$ cat config.mk
export PLATFORM = sky130hd
export DESIGN_NAME = ffca_cell
export DESIGN_NICKNAME = d
export VERILOG_FILES = /design/src/ffca_pkg.sv /design/src/ffca_cell.sv
export SDC_FILE = /design/constraint.sdc
export NUM_CORES = 1
export LEC_CHECK = 0
export BUFFER_PORTS_ARGS = -buffer_cell sky130_fd_sc_hd__buf_4
export CAP_MARGIN = 10
export CELL_PAD_IN_SITES_DETAIL_PLACEMENT = 1
export CELL_PAD_IN_SITES_GLOBAL_PLACEMENT = 2
export CORE_MARGIN = 5
export CORE_UTILIZATION = 27
export DETAILED_ROUTE_END_ITERATION = 16
export GPL_ROUTABILITY_DRIVEN = 0
export PLACE_DENSITY = 0.9
export SLEW_MARGIN = 20
export SYNTH_ARGS = -nofsm -noshare
export SYNTH_HDL_FRONTEND = slang
export SYNTH_SLANG_ARGS = --single-unit
$ cat constraint.sdc
create_clock -name clock -period 3.45 [get_ports clock]
set_clock_uncertainty 0.2 [all_clocks]
set_input_delay 0.69 -clock clock [delete_from_list [all_inputs] [get_ports clock]]
set_output_delay 0.69 -clock clock [all_outputs]
set_load 0.005 [all_outputs]
$ cat src/ffca_pkg.sv
`timescale 1ns / 1ps
// ----------------------------------------------------------------------------
// ffca_pkg: shared types for the first-fit coalescing allocator
// Payload structs, result codes, cell commands and sequencer states.
// ----------------------------------------------------------------------------
package ffca_pkg;

   localparam int SIZE_W = 17;
   localparam int ADDR_W = 16;

   typedef enum logic {
      CMD_ALLOC = 1'b0,
      CMD_FREE  = 1'b1
   } command_type;

   typedef enum logic [1:0] {
      STATUS_OK         = 2'd0,
      STATUS_NO_MEMORY  = 2'd1,
      STATUS_TABLE_FULL = 2'd2
   } status_type;

   typedef struct packed {
      logic              command;
      logic [SIZE_W-1:0] request_size;
      logic [ADDR_W-1:0] block_address;
   } req_type;

   typedef struct packed {
      logic [ADDR_W-1:0] address;
      logic [1:0]        status;
   } rsp_type;

   typedef enum logic [2:0] {
      OP_NONE,
      OP_APPEND,
      OP_SET_USE,
      OP_CLR_USE,
      OP_SPLIT,
      OP_MERGE
   } op_type;

   typedef struct packed {
      logic fit;
      logic big;
      logic match;
   } cell_flag_type;

   typedef enum logic [3:0] {
      ST_IDLE,
      ST_ALIGN,
      ST_INIT,
      ST_SEARCH,
      ST_TAKE,
      ST_FREE_FIND,
      ST_FREE_CLR,
      ST_FREE_NEXT,
      ST_FREE_PREV,
      ST_DONE
   } state_type;

endpackage

$ cat src/ffca_cell.sv
`timescale 1ns / 1ps
// ----------------------------------------------------------------------------
// ffca_cell: one entry of the address-ordered block table
// Holds start, length and in-use flag of one block and shifts with neighbors.
// ----------------------------------------------------------------------------
module ffca_cell #(
   parameter int DW           = 19,
   parameter int CW           = 7,
   parameter int IDX          = 0,
   parameter int HEADER_BYTES = 24,
   parameter int ALIGN_BYTES  = 8
) (
   input  logic                   clock,
   input  ffca_pkg::op_type       op,
   input  logic [CW-1:0]          op_pos,
   input  logic [CW-1:0]          count,
   input  logic [DW-1:0]          need,
   input  logic [15:0]            target,
   input  logic [DW-1:0]          app_start,
   input  logic [DW-1:0]          app_len,
   input  logic [DW-1:0]          prev_start,
   input  logic [DW-1:0]          prev_len,
   input  logic                   prev_use,
   input  logic [DW-1:0]          next_start,
   input  logic [DW-1:0]          next_len,
   input  logic                   next_use,
   output logic [DW-1:0]          start,
   output logic [DW-1:0]          len,
   output logic                   use_flag,
   output ffca_pkg::cell_flag_type flags
);

   localparam logic [CW-1:0] IDX_C = CW'(IDX);

   logic [DW-1:0] start_ff, start_in;
   logic [DW-1:0] len_ff, len_in;
   logic          use_ff, use_in;
   logic [CW-1:0] pos_next;
   logic          valid;

   assign pos_next = op_pos + CW'(1);

   always_comb begin
      start_in = start_ff;
      len_in   = len_ff;
      use_in   = use_ff;
      case (op)
         ffca_pkg::OP_APPEND: begin
            if (IDX_C == op_pos) begin
               start_in = app_start;
               len_in   = app_len;
               use_in   = 1'b0;
            end
         end
         ffca_pkg::OP_SET_USE: begin
            if (IDX_C == op_pos) use_in = 1'b1;
         end
         ffca_pkg::OP_CLR_USE: begin
            if (IDX_C == op_pos) use_in = 1'b0;
         end
         ffca_pkg::OP_SPLIT: begin
            if (IDX_C == op_pos) begin
               len_in = need;
               use_in = 1'b1;
            end else if (IDX_C == pos_next) begin
               start_in = prev_start + need;
               len_in   = prev_len - need;
               use_in   = 1'b0;
            end else if (IDX_C > pos_next) begin
               start_in = prev_start;
               len_in   = prev_len;
               use_in   = prev_use;
            end
         end
         ffca_pkg::OP_MERGE: begin
            if (IDX_C == op_pos) begin
               len_in = len_ff + next_len;
            end else if (IDX_C > op_pos) begin
               start_in = next_start;
               len_in   = next_len;
               use_in   = next_use;
            end
         end
         default: begin
         end
      endcase
   end

   always_ff @(posedge clock) begin
      start_ff <= start_in;
      len_ff   <= len_in;
      use_ff   <= use_in;
   end

   assign valid       = IDX_C < count;
   assign flags.fit   = valid && !use_ff && (len_ff >= need);
   assign flags.big   = valid && !use_ff &&
                        (len_ff >= need + DW'(HEADER_BYTES) + DW'(ALIGN_BYTES));
   assign flags.match = valid && use_ff &&
                        (start_ff + DW'(HEADER_BYTES) == DW'(target));

   assign start    = start_ff;
   assign len      = len_ff;
   assign use_flag = use_ff;

endmodule

==> results.py, run 1 <==
metrics = {
    "floorplan": {
        "die-area_um2": 28500,
        "die_x_um": 169,
        "ios": 211,
        "start_util_pct": 27.2,
        "fp-row-count": 58,
        "core_um2": 25000,
        "die_h_um": 169,
    },
    "global_route": {
        "grt_pass1_wl_mm": 47.1,
        "first_global_vias": 8635,
        "grt.overflow.total": 0,
        "antenna_found_initial": 0,
        "grt.total_usage_pct": 20.8,
        "grt_max_degree": 39,
    },
    "drt": {
        "drc_errors": 0,
        "num_vias": 8113,
        "avgRoutedWirePerCell_um": 20.4,
        "drt_pre_antenna_iters": 5,
        "via_per_inst": 5.33,
        "drt_iter0_drc": 373,
        "postRouteAntennaNets": 0,
        "drt_wl_total_mm": 31.1,
    },
    "critical_path": {
        "arrival_ps": 2740,
        "cpMostUsedCell": "buf_4",
        "cp_max_fo": 3,
        "cp-start-kind": "input port",
        "r2r_cells": 10,
        "worstSetupPathType": "in -> out",
        "cpMaxStageDelayCell": "ha_1",
        "crit_chain": "buf_8 -> ha_4 -> nand4_1 -> buf_4 -> nor2_4 -> nand2_2 -> xnor2_1 -> ha_1 -> nand3_2 -> nor2_2 -> and4b_1 -> nor3b_2 -> a31oi_2 -> buf_4",
        "required_ps": 2560,
        "end_kind": "output port",
        "max_stage_delay_ps": 340,
    },
    "run_status": {
        "violations": "negative setup slack",
        "status": "complete, but fails checks",
    },
    "pwr": {
        "vdd_drop_max_uv": 187,
        "powerDensity_nw_per_um2": 218,
        "p_leak_uw": 0.00454,
    },
    "cells_and_area": {
        "final_area_um2": 10200,
        "area_growth_pct": 49.3,
        "final_util_pct": 40.6,
        "post_route_cells_drive_above_1_share_pct": 35.5,
        "fillerInstances": 3054,
        "final_net_count": 1453,
    },
    "placement": {
        "detailed_place_hpwl_mm": 25.8,
        "port_buffers": 210,
        "placed_area_um2": 9670,
    },
    "yosys": {
        "yosysWarnings": 0,
        "ys_ff_latch": 39,
        "yosysSeqAreaShare_pct": 17.2,
        "synth_area_per_cell_um2": 7.86,
        "synth_cell_types": 75,
        "netlist_area_um2": 6810,
        "synth_edf_count": 39,
        "async_flop_share_pct": 0,
        "synthFlopType": "edfxtp_1",
        "syn-num-nets": 1129,
        "syn_inst": 866,
    },
    "cts": {
        "cts_buffers": 5,
        "clkTransAtPathRegs_ps": 70,
        "cts_tree": "yes",
        "clk_latency_ps": 300,
        "clk_path_buf_depth": 2,
        "htreeDepth": 2,
        "cts-root-buf": "clkbuf_16",
        "clock_sinks": 39,
    },
    "sta": {
        "drv_slew": 0,
        "setup_viol": 2,
        "min_period_ps": 3630,
        "relSlewSlack_pct": 49.7,
        "fin_crit_sh_pct": 105,
        "setup_ws_ps": -179,
        "rsz0062_at_grt": "true",
        "fmax_mhz": 276,
        "hold_viol": 0,
        "tightest_slew_ps": 752,
    },
    "worst_hold_path": {
        "hold_depth": 3,
        "hold_path.class": "in -> reg",
    },
    "run": {
        "maxCapViolations": 0,
    },
}
[cells by family after synthesis]
logic type | synth area share [%]
AO/OA/AOI/OAI | 27.5
XOR/XNOR | 9.14
adder cells (fa/ha/maj) | 17.6
buffers and inverters | 3.82
flip-flops | 17.2
multiplexers | 3.88
AND/OR/NAND/NOR | 20.8
[registers in the layout, indices dropped and copies added, names as in the netlist]
name,cells
start,19
len,19
use_flag,1
[cells in the mapped netlist (18+ instances only)]
cell type / number / share of area, %
nand2_1: 99 / 5.5
ha_1: 91 / 17
a21oi_1: 72 / 5.3
nor2_1: 55 / 3.0
o21ai_1: 46 / 3.4
xnor2_1: 46 / 5.9
o21ai_0: 44 / 3.2
edfxtp_1: 39 / 17
inv_1: 37 / 2.0
nand3_1: 34 / 2.5
xor2_1: 25 / 3.2
nor3_1: 23 / 1.7
a21o_1: 22 / 2.4
a211oi_1: 18 / 2.0
clkbuf_1: 18 / 0.99
[metal layers]
metal / GRT usage [%] / part of all wire, % / vias up
met1: 25.6 / 42 / 3895
li1: - / - / 3924
met2: 36.9 / 50 / 240
met4: 7.34 / 3.4 / 0
met3: 3.11 / 4.9 / 54
met5: 0 / 0 / -
[power by group]
| part | leakage (uW) | total, uW | switching (uW) | internal (uW) |
|---|---|---|---|---|
| Sequential | 0.000350 | 562 | 18.9 | 543 |
| Combinational | 0.00411 | 1090 | 541 | 551 |
| Clock | 0.0000812 | 565 | 226 | 339 |
| Total | 0.00454 | 2220 | 786 | 1430 |
[worst max-delay path: cells and delay by family]
kind / cells / cell delay, ps
xor gates and xnor gates: 1 / 130
buffers and inverters: 3 / 430
adders and majority gates: 2 / 470
AOI/OAI and AO/OA: 1 / 120
and+or+nand+nor: 7 / 880
[stage by stage]
step	power, uW	setup slack [ps]	hold slack [ps]	cells	TNS [ps]
6_report	2220	-179	465	1522	-277
2_1_floorplan	1110	35.9	611	866	0
3_3_place_gp	1580	-389	718	1502	-3020
5_1_grt	2350	-314	463	1521	-565
4_1_cts	2200	-162	458	1514	-291
3_5_place_dp	1610	-410	738	1502	-3940
[final cells by class]
| class | instances | area (um^2) | area share (%) |
|---|---|---|---|
| Sequential cell | 39 | 1170 | 11.5 |
| Clock buffer | 5 | 125 | 1.23 |
| Multi-Input combinational cell | 762 | 5610 | 55.2 |
| Clock inverter | 3 | 38.8 | 0.382 |
| Inverter | 38 | 153 | 1.50 |
| Tap cell | 330 | 413 | 4.06 |
| Antenna cell | 1 | 2.50 | 0.0246 |
| Timing Repair Buffer | 344 | 2650 | 26.1 |
[cell usage in the layout (no fill, tap or decap), types with 5 or more instances in the layout]
| master | netlist | layout |
|---|---|---|
| o31ai_1 | 6 | 5 |
| o21ai_0 | 44 | 39 |
| nor2_1 | 55 | 47 |
| o21ai_1 | 46 | 49 |
| nor3_1 | 23 | 21 |
| nor2b_1 | 6 | 6 |
| mux2i_1 | 5 | 5 |
| a211oi_1 | 18 | 16 |
| a21o_1 | 22 | 22 |
| nand3_1 | 34 | 32 |
| xor2_1 | 25 | 25 |
| or3_1 | 11 | 11 |
| o211ai_1 | 7 | 7 |
| nand2b_1 | 10 | 9 |
| a21oi_1 | 72 | 71 |
| nor2_2 | 0 | 6 |
| a22oi_1 | 5 | 5 |
| mux2_2 | 5 | 5 |
| edfxtp_1 | 39 | 39 |
| buf_4 | 3 | 337 |
| clkbuf_16 | 0 | 5 |
| xnor2_1 | 46 | 46 |
| and3_1 | 9 | 7 |
| ha_1 | 91 | 87 |
| a211o_1 | 5 | 5 |
| mux4_2 | 7 | 7 |
| o21a_1 | 8 | 8 |
| nand4_1 | 13 | 13 |
| o22ai_1 | 6 | 6 |
| nand2_1 | 99 | 98 |
| inv_1 | 37 | 34 |
| a31oi_1 | 7 | 5 |
[worst paths after layout]
check                                start  endpoint  slack [ps]
worst max-delay path               need[5]  flags[1]        -180
worst min-delay path            app_len[3]    len[3]         470
worst max register to register      len[0]   len[18]         120
worst min register to register     len[18]   len[18]         760
[timing repair]
item / in CTS / in global routing
resized for setup: 41 / 22
pin swaps: 21 / 23
setup endpoints to repair: 5 / 11
hold endpoints to repair: 0 / 0
hold buffers: 0 / 0
setup buffers: 5 / 7
Power figures use the tool's default switching activity.
==> run 2, diff against run 1 <==
--- a/config.mk
+++ b/config.mk
@@ -13,7 +13,7 @@
 export CORE_UTILIZATION = 27
 export DETAILED_ROUTE_END_ITERATION = 16
 export GPL_ROUTABILITY_DRIVEN = 0
-export PLACE_DENSITY = 0.9
+export PLACE_DENSITY = 0.82
 export SLEW_MARGIN = 20
 export SYNTH_ARGS = -nofsm -noshare
 export SYNTH_HDL_FRONTEND = slang
==> results.py, run 2 (same netlist as run 1, synthesis figures left out) <==
metrics = {
    "run_status": {
        "status": "complete, but fails checks",
        "violations": "negative setup slack",
    },
    "placement": {
        "dp_cells": 1510,
        "placed_area_um2": 9740,
        "port_buffers": 210,
        "dp_slack_ps": -473,
        "detailed_place_hpwl_mm": 26.2,
    },
    "drt": {
        "drc_errors": 0,
        "via_per_inst": 5.26,
        "drt_wl_total_mm": 31.5,
        "num_vias": 8052,
        "avgRoutedWirePerCell_um": 20.6,
        "postRouteAntennaNets": 0,
        "drt_iter0_drc": 423,
        "drt_pre_antenna_iters": 5,
    },
    "sta": {
        "hold_slack_ps": 452,
        "hold_viol": 0,
        "relSlewSlack_pct": 43.9,
        "setup_viol": 2,
        "setup_ws_ps": -222,
        "fmax_mhz": 272,
        "drv_slew": 0,
        "rsz0062_at_grt": "true",
        "tightest_slew_ps": 839,
        "fin_crit_sh_pct": 106,
        "min_period_ps": 3670,
    },
    "cells_and_area": {
        "final_common_cell": "buf_4",
        "fillerInstances": 3029,
        "final_area_um2": 10300,
        "final-instance-count-excl-fill": 1530,
        "final_net_count": 1462,
        "post_route_cells_drive_above_1_share_pct": 37.1,
        "layout_common_cells": "341 x buf_4, 99 x nand2_1, 85 x ha_1",
        "area_growth_pct": 51.8,
        "antenna_cells": 0,
    },
    "critical_path": {
        "worstSetupPathType": "in -> out",
        "cp_max_fo": 3,
        "end_kind": "output port",
        "required_ps": 2560,
        "cp-start-kind": "input port",
        "arrival_ps": 2780,
    },
    "cts": {
        "ctsHoldBuffers": 0,
        "clk_latency_ps": 300,
        "cts_tree": "yes",
        "htreeDepth": 2,
        "cts-root-buf": "clkbuf_16",
        "clkTransAtPathRegs_ps": 70,
        "clock_sinks": 39,
        "clk_path_buf_depth": 2,
        "cts_buffers": 5,
    },
    "worst_hold_path": {
        "hold_path.class": "in -> reg",
    },
    "floorplan": {
        "die_x_um": 169,
        "ios": 211,
        "core_um2": 25000,
        "start_util_pct": 27.2,
        "die_h_um": 169,
        "fp-row-count": 58,
        "die-area_um2": 28500,
    },
    "global_route": {
        "grt_max_degree": 28,
        "grt_pass1_wl_mm": 48.3,
        "grt.overflow.total": 0,
        "first_global_vias": 8660,
        "antenna_found_initial": 0,
        "grt.total_usage_pct": 21.4,
    },
    "pwr": {
        "vdd_drop_max_uv": 182,
        "pwr-share-clk_pct": 23.8,
        "powerDensity_nw_per_um2": 211,
        "pwr-share-seq_pct": 25.7,
        "pwr-share-comb_pct": 50.5,
        "switching_power_uw": 816,
        "swShare_pct": 37.4,
        "internal_power_uw": 1370,
        "p_leak_uw": 0.00460,
    },
    "run": {
        "maxCapViolations": 0,
    },
}
run 2: changes by cell type in the layout (fill, tap and decap cells not counted), sizes merged:
cell      delta
buf          +9
bufinv       -1
clkinv       -1
clkinvlp     +2
diode        -1
run 2: timing repair:
action,CTS,global route
hold endpoints to repair,0,0
setup endpoints to repair,5,14
resized for setup,38,43
pin swaps,22,30
buffers inserted,6,7
cloned,0,0
run 2: final cells by class:
cell class | count | area [um^2] | share of cell area, %
inverters | 38 | 150 | 1.45
repair buffers | 353 | 2740 | 26.5
clock buffers | 5 | 125 | 1.21
clock inverters | 3 | 20.0 | 0.194
well taps | 330 | 413 | 4.00
flip-flops and latches | 39 | 1170 | 11.3
multi-input cells | 762 | 5710 | 55.3
run 2: path summary, 6_finish.rpt:
check             slack (ps)        from        to  cells after the start
hold / removal           450  app_len[1]    len[1]                      3
setup / recovery        -220     need[5]  flags[1]                     13
hold reg to reg          740     len[18]   len[18]                      3
setup reg to reg         160      len[1]   len[18]                     11
run 2: layer usage:
| metal | share of wire, % | wire [um] | GRT usage [%] | vias to the layer above |
|---|---|---|---|---|
| met3 | 4.9 | 1540 | 3.25 | 45 |
| met2 | 49 | 15300 | 37.7 | 219 |
| met1 | 43 | 13700 | 27.0 | 3851 |
| li1 | - | - | - | 3937 |
| met5 | 0 | 0 | 0 | - |
| met4 | 3.1 | 966 | 6.53 | 0 |
run 2: power groups by stage:
stage          Clock [uW]  Sequential (uW)  Combinational [uW]
3_5_place_dp            0              572                1050
3_3_place_gp            0              572                1020
5_1_grt               548              564                1200
2_1_floorplan           0              568                 542
4_1_cts               534              561                1070
6_report              519              561                1100
run 2: through the flow:
stage                     utilization (%)  TNS, ps  power, uW
final                                41.3     -231       2180
after global routing                 41.3     -533       2320
after global placement               38.9    -3500       1590
after CTS                            40.3     -215       2170
after detailed placement             38.9    -4250       1620
after floorplan                         -        0       1110
run 2: worst max-delay path, cell delays in order:
cell     delay, ps
buf_6          100
inv_4           50
nor3_4         170
nand3_2        130
buf_6          150
nor2_4         180
nand3_2        110
xnor2_2        160
ha_1           330
a21oi_2        190
nor3b_4        250
a31oi_4        130
buf_6          140
==> run 3, diff against run 2 <==
--- a/config.mk
+++ b/config.mk
@@ -9,6 +9,7 @@
 export CAP_MARGIN = 10
 export CELL_PAD_IN_SITES_DETAIL_PLACEMENT = 1
 export CELL_PAD_IN_SITES_GLOBAL_PLACEMENT = 2
+export CORE_ASPECT_RATIO = 1.1
 export CORE_MARGIN = 5
 export CORE_UTILIZATION = 27
 export DETAILED_ROUTE_END_ITERATION = 16
==> results.py, run 3 (same netlist as run 1, synthesis figures left out) <==
metrics = {
    "critical_path": {
        "regToRegEndpoint": "len[18]",
        "cp_max_fo": 3,
        "cp-start-kind": "input port",
        "r2r_slack_ps": 70,
        "reg2reg_from": "len[0]",
        "worstSetupPathType": "in -> out",
        "critical_path.startpoint": "need[6]",
        "end_kind": "output port",
        "r2r_cells": 10,
        "required_ps": 2560,
        "arrival_ps": 2730,
    },
    "sta": {
        "rsz0062_at_grt": "true",
        "min_period_ps": 3620,
        "hold_slack_ps": 453,
        "setup_ws_ps": -170,
        "relSlewSlack_pct": 51.7,
        "tightest_slew_ps": 723,
        "drv_slew": 0,
        "fin_crit_sh_pct": 105,
        "fmax_mhz": 276,
        "setup_viol": 1,
        "hold_viol": 0,
        "timing.setup.tns_ps": -170,
    },
    "floorplan": {
        "ios": 211,
        "die-area_um2": 28500,
        "core_um2": 25000,
        "start_util_pct": 27.2,
        "fp-row-count": 61,
        "die_x_um": 161,
        "die_h_um": 177,
    },
    "cts": {
        "ctsHoldBuffers": 0,
        "cts_buffers": 5,
        "clkTransAtPathRegs_ps": 70,
        "cts-root-buf": "clkbuf_16",
        "cts_tree": "yes",
        "clk_path_buf_depth": 2,
        "htreeDepth": 2,
        "clock_sinks": 39,
        "clk_latency_ps": 300,
    },
    "cells_and_area": {
        "post_route_cells_drive_above_1_share_pct": 36.7,
        "layout_common_cells": "344 x buf_4, 99 x nand2_1, 84 x ha_1",
        "area_growth_pct": 50.6,
        "final_area_um2": 10200,
        "fillerInstances": 3077,
        "final_util_pct": 40.9,
        "final_net_count": 1462,
        "final_common_cell": "buf_4",
    },
    "pwr": {
        "pwr-share-comb_pct": 50.6,
        "p_leak_uw": 0.00458,
        "pwr-share-seq_pct": 26.1,
        "powerDensity_nw_per_um2": 210,
        "pwr-share-clk_pct": 23.3,
        "swShare_pct": 36.8,
        "internal_power_uw": 1360,
        "vdd_drop_max_uv": 174,
        "switching_power_uw": 793,
    },
    "global_route": {
        "grt.total_usage_pct": 21.3,
        "grt.overflow.total": 0,
        "grt_pass1_wl_mm": 47.8,
        "grt_max_degree": 37,
        "first_global_vias": 8603,
        "antenna_found_initial": 1,
    },
    "run_status": {
        "violations": "negative setup slack",
        "status": "complete, but fails checks",
    },
    "placement": {
        "port_buffers": 210,
        "detailed_place_hpwl_mm": 26.1,
        "dp_slack_ps": -399,
        "placed_area_um2": 9740,
    },
    "run": {
        "maxCapViolations": 0,
    },
    "worst_hold_path": {
        "hold_path.class": "in -> reg",
        "min_from": "app_len[1]",
        "hold_path_end": "len[1]",
        "hold_depth": 3,
    },
    "drt": {
        "avgRoutedWirePerCell_um": 20.7,
        "drt_wl_total_mm": 31.3,
        "drt_iter0_drc": 324,
        "drt_pre_antenna_iters": 5,
        "postRouteAntennaNets": 0,
        "num_vias": 8080,
        "drc_errors": 0,
        "via_per_inst": 5.33,
    },
}
==> run 3: what timing repair did <==
| action | CTS | global route |
|---|---|---|
| buffers inserted | 4 | 5 |
| pin swaps | 33 | 13 |
| gates resized for setup | 45 | 29 |
| endpoints found under the setup margin | 4 | 13 |
| cloned | 0 | 0 |
==> run 3: worst max-delay path by stage <==
| stage | endpoint | slack (ps) | depth (start not counted) |
|---|---|---|---|
| global route | flags[1] | -290 | 13 |
| finish | flags[1] | -170 | 13 |
| detailed placement | len[18] | -400 | 11 |
| global placement | start[17] | -380 | 12 |
| CTS | flags[1] | -140 | 14 |
| floorplan | len[18] | 40 | 10 |
==> run 3: power groups by stage <==
| stage | Sequential, uW | Combinational, uW | Clock, uW |
|---|---|---|---|
| after floorplan | 568 | 542 | 0 |
| after global placement | 572 | 1020 | 0 |
| after detailed placement | 572 | 1050 | 0 |
| after CTS | 562 | 1070 | 515 |
| after global routing | 565 | 1200 | 528 |
| final | 563 | 1090 | 502 |
==> run 3: critical path: stages <==
cell and delay [ps]:
buf_8 100, ha_4 130, nand4_1 140, nor4_2 230, xnor2_1 180, ha_1 270, and3_1 190, nand3_2 70
nor2_2 40, and4b_1 190, nor3b_2 190, a31oi_2 140, buf_4 160
==> run 3: through the flow <==
| stage | total power (uW) | cells |
|---|---|---|
| 6_report | 2150 | 1516 |
| 5_1_grt | 2290 | 1516 |
| 4_1_cts | 2150 | 1511 |
| 3_5_place_dp | 1620 | 1500 |
| 3_3_place_gp | 1600 | 1500 |
| 2_1_floorplan | 1110 | 866 |
==> run 3: layout make-up <==
class | instances | area, um^2 | share of cell area, %
multi-input cells | 762 | 5680 | 55.4
repair buffers | 353 | 2720 | 26.5
flip-flops and latches | 39 | 1170 | 11.4
well taps | 315 | 394 | 3.85
inverters | 38 | 145 | 1.42
clock buffers | 6 | 129 | 1.26
clock inverters | 2 | 7.51 | 0.0733
diodes | 1 | 2.50 | 0.0244
==> run 3: layer usage <==
metal / share of wire, % / vias to the layer above / GRT usage, %
met3: 4.0 / 48 / 2.85
li1: - / 3931 / -
met1: 41 / 3889 / 25.4
met5: 0 / - / 0
met4: 3.4 / 0 / 7.25
met2: 51 / 212 / 39.2
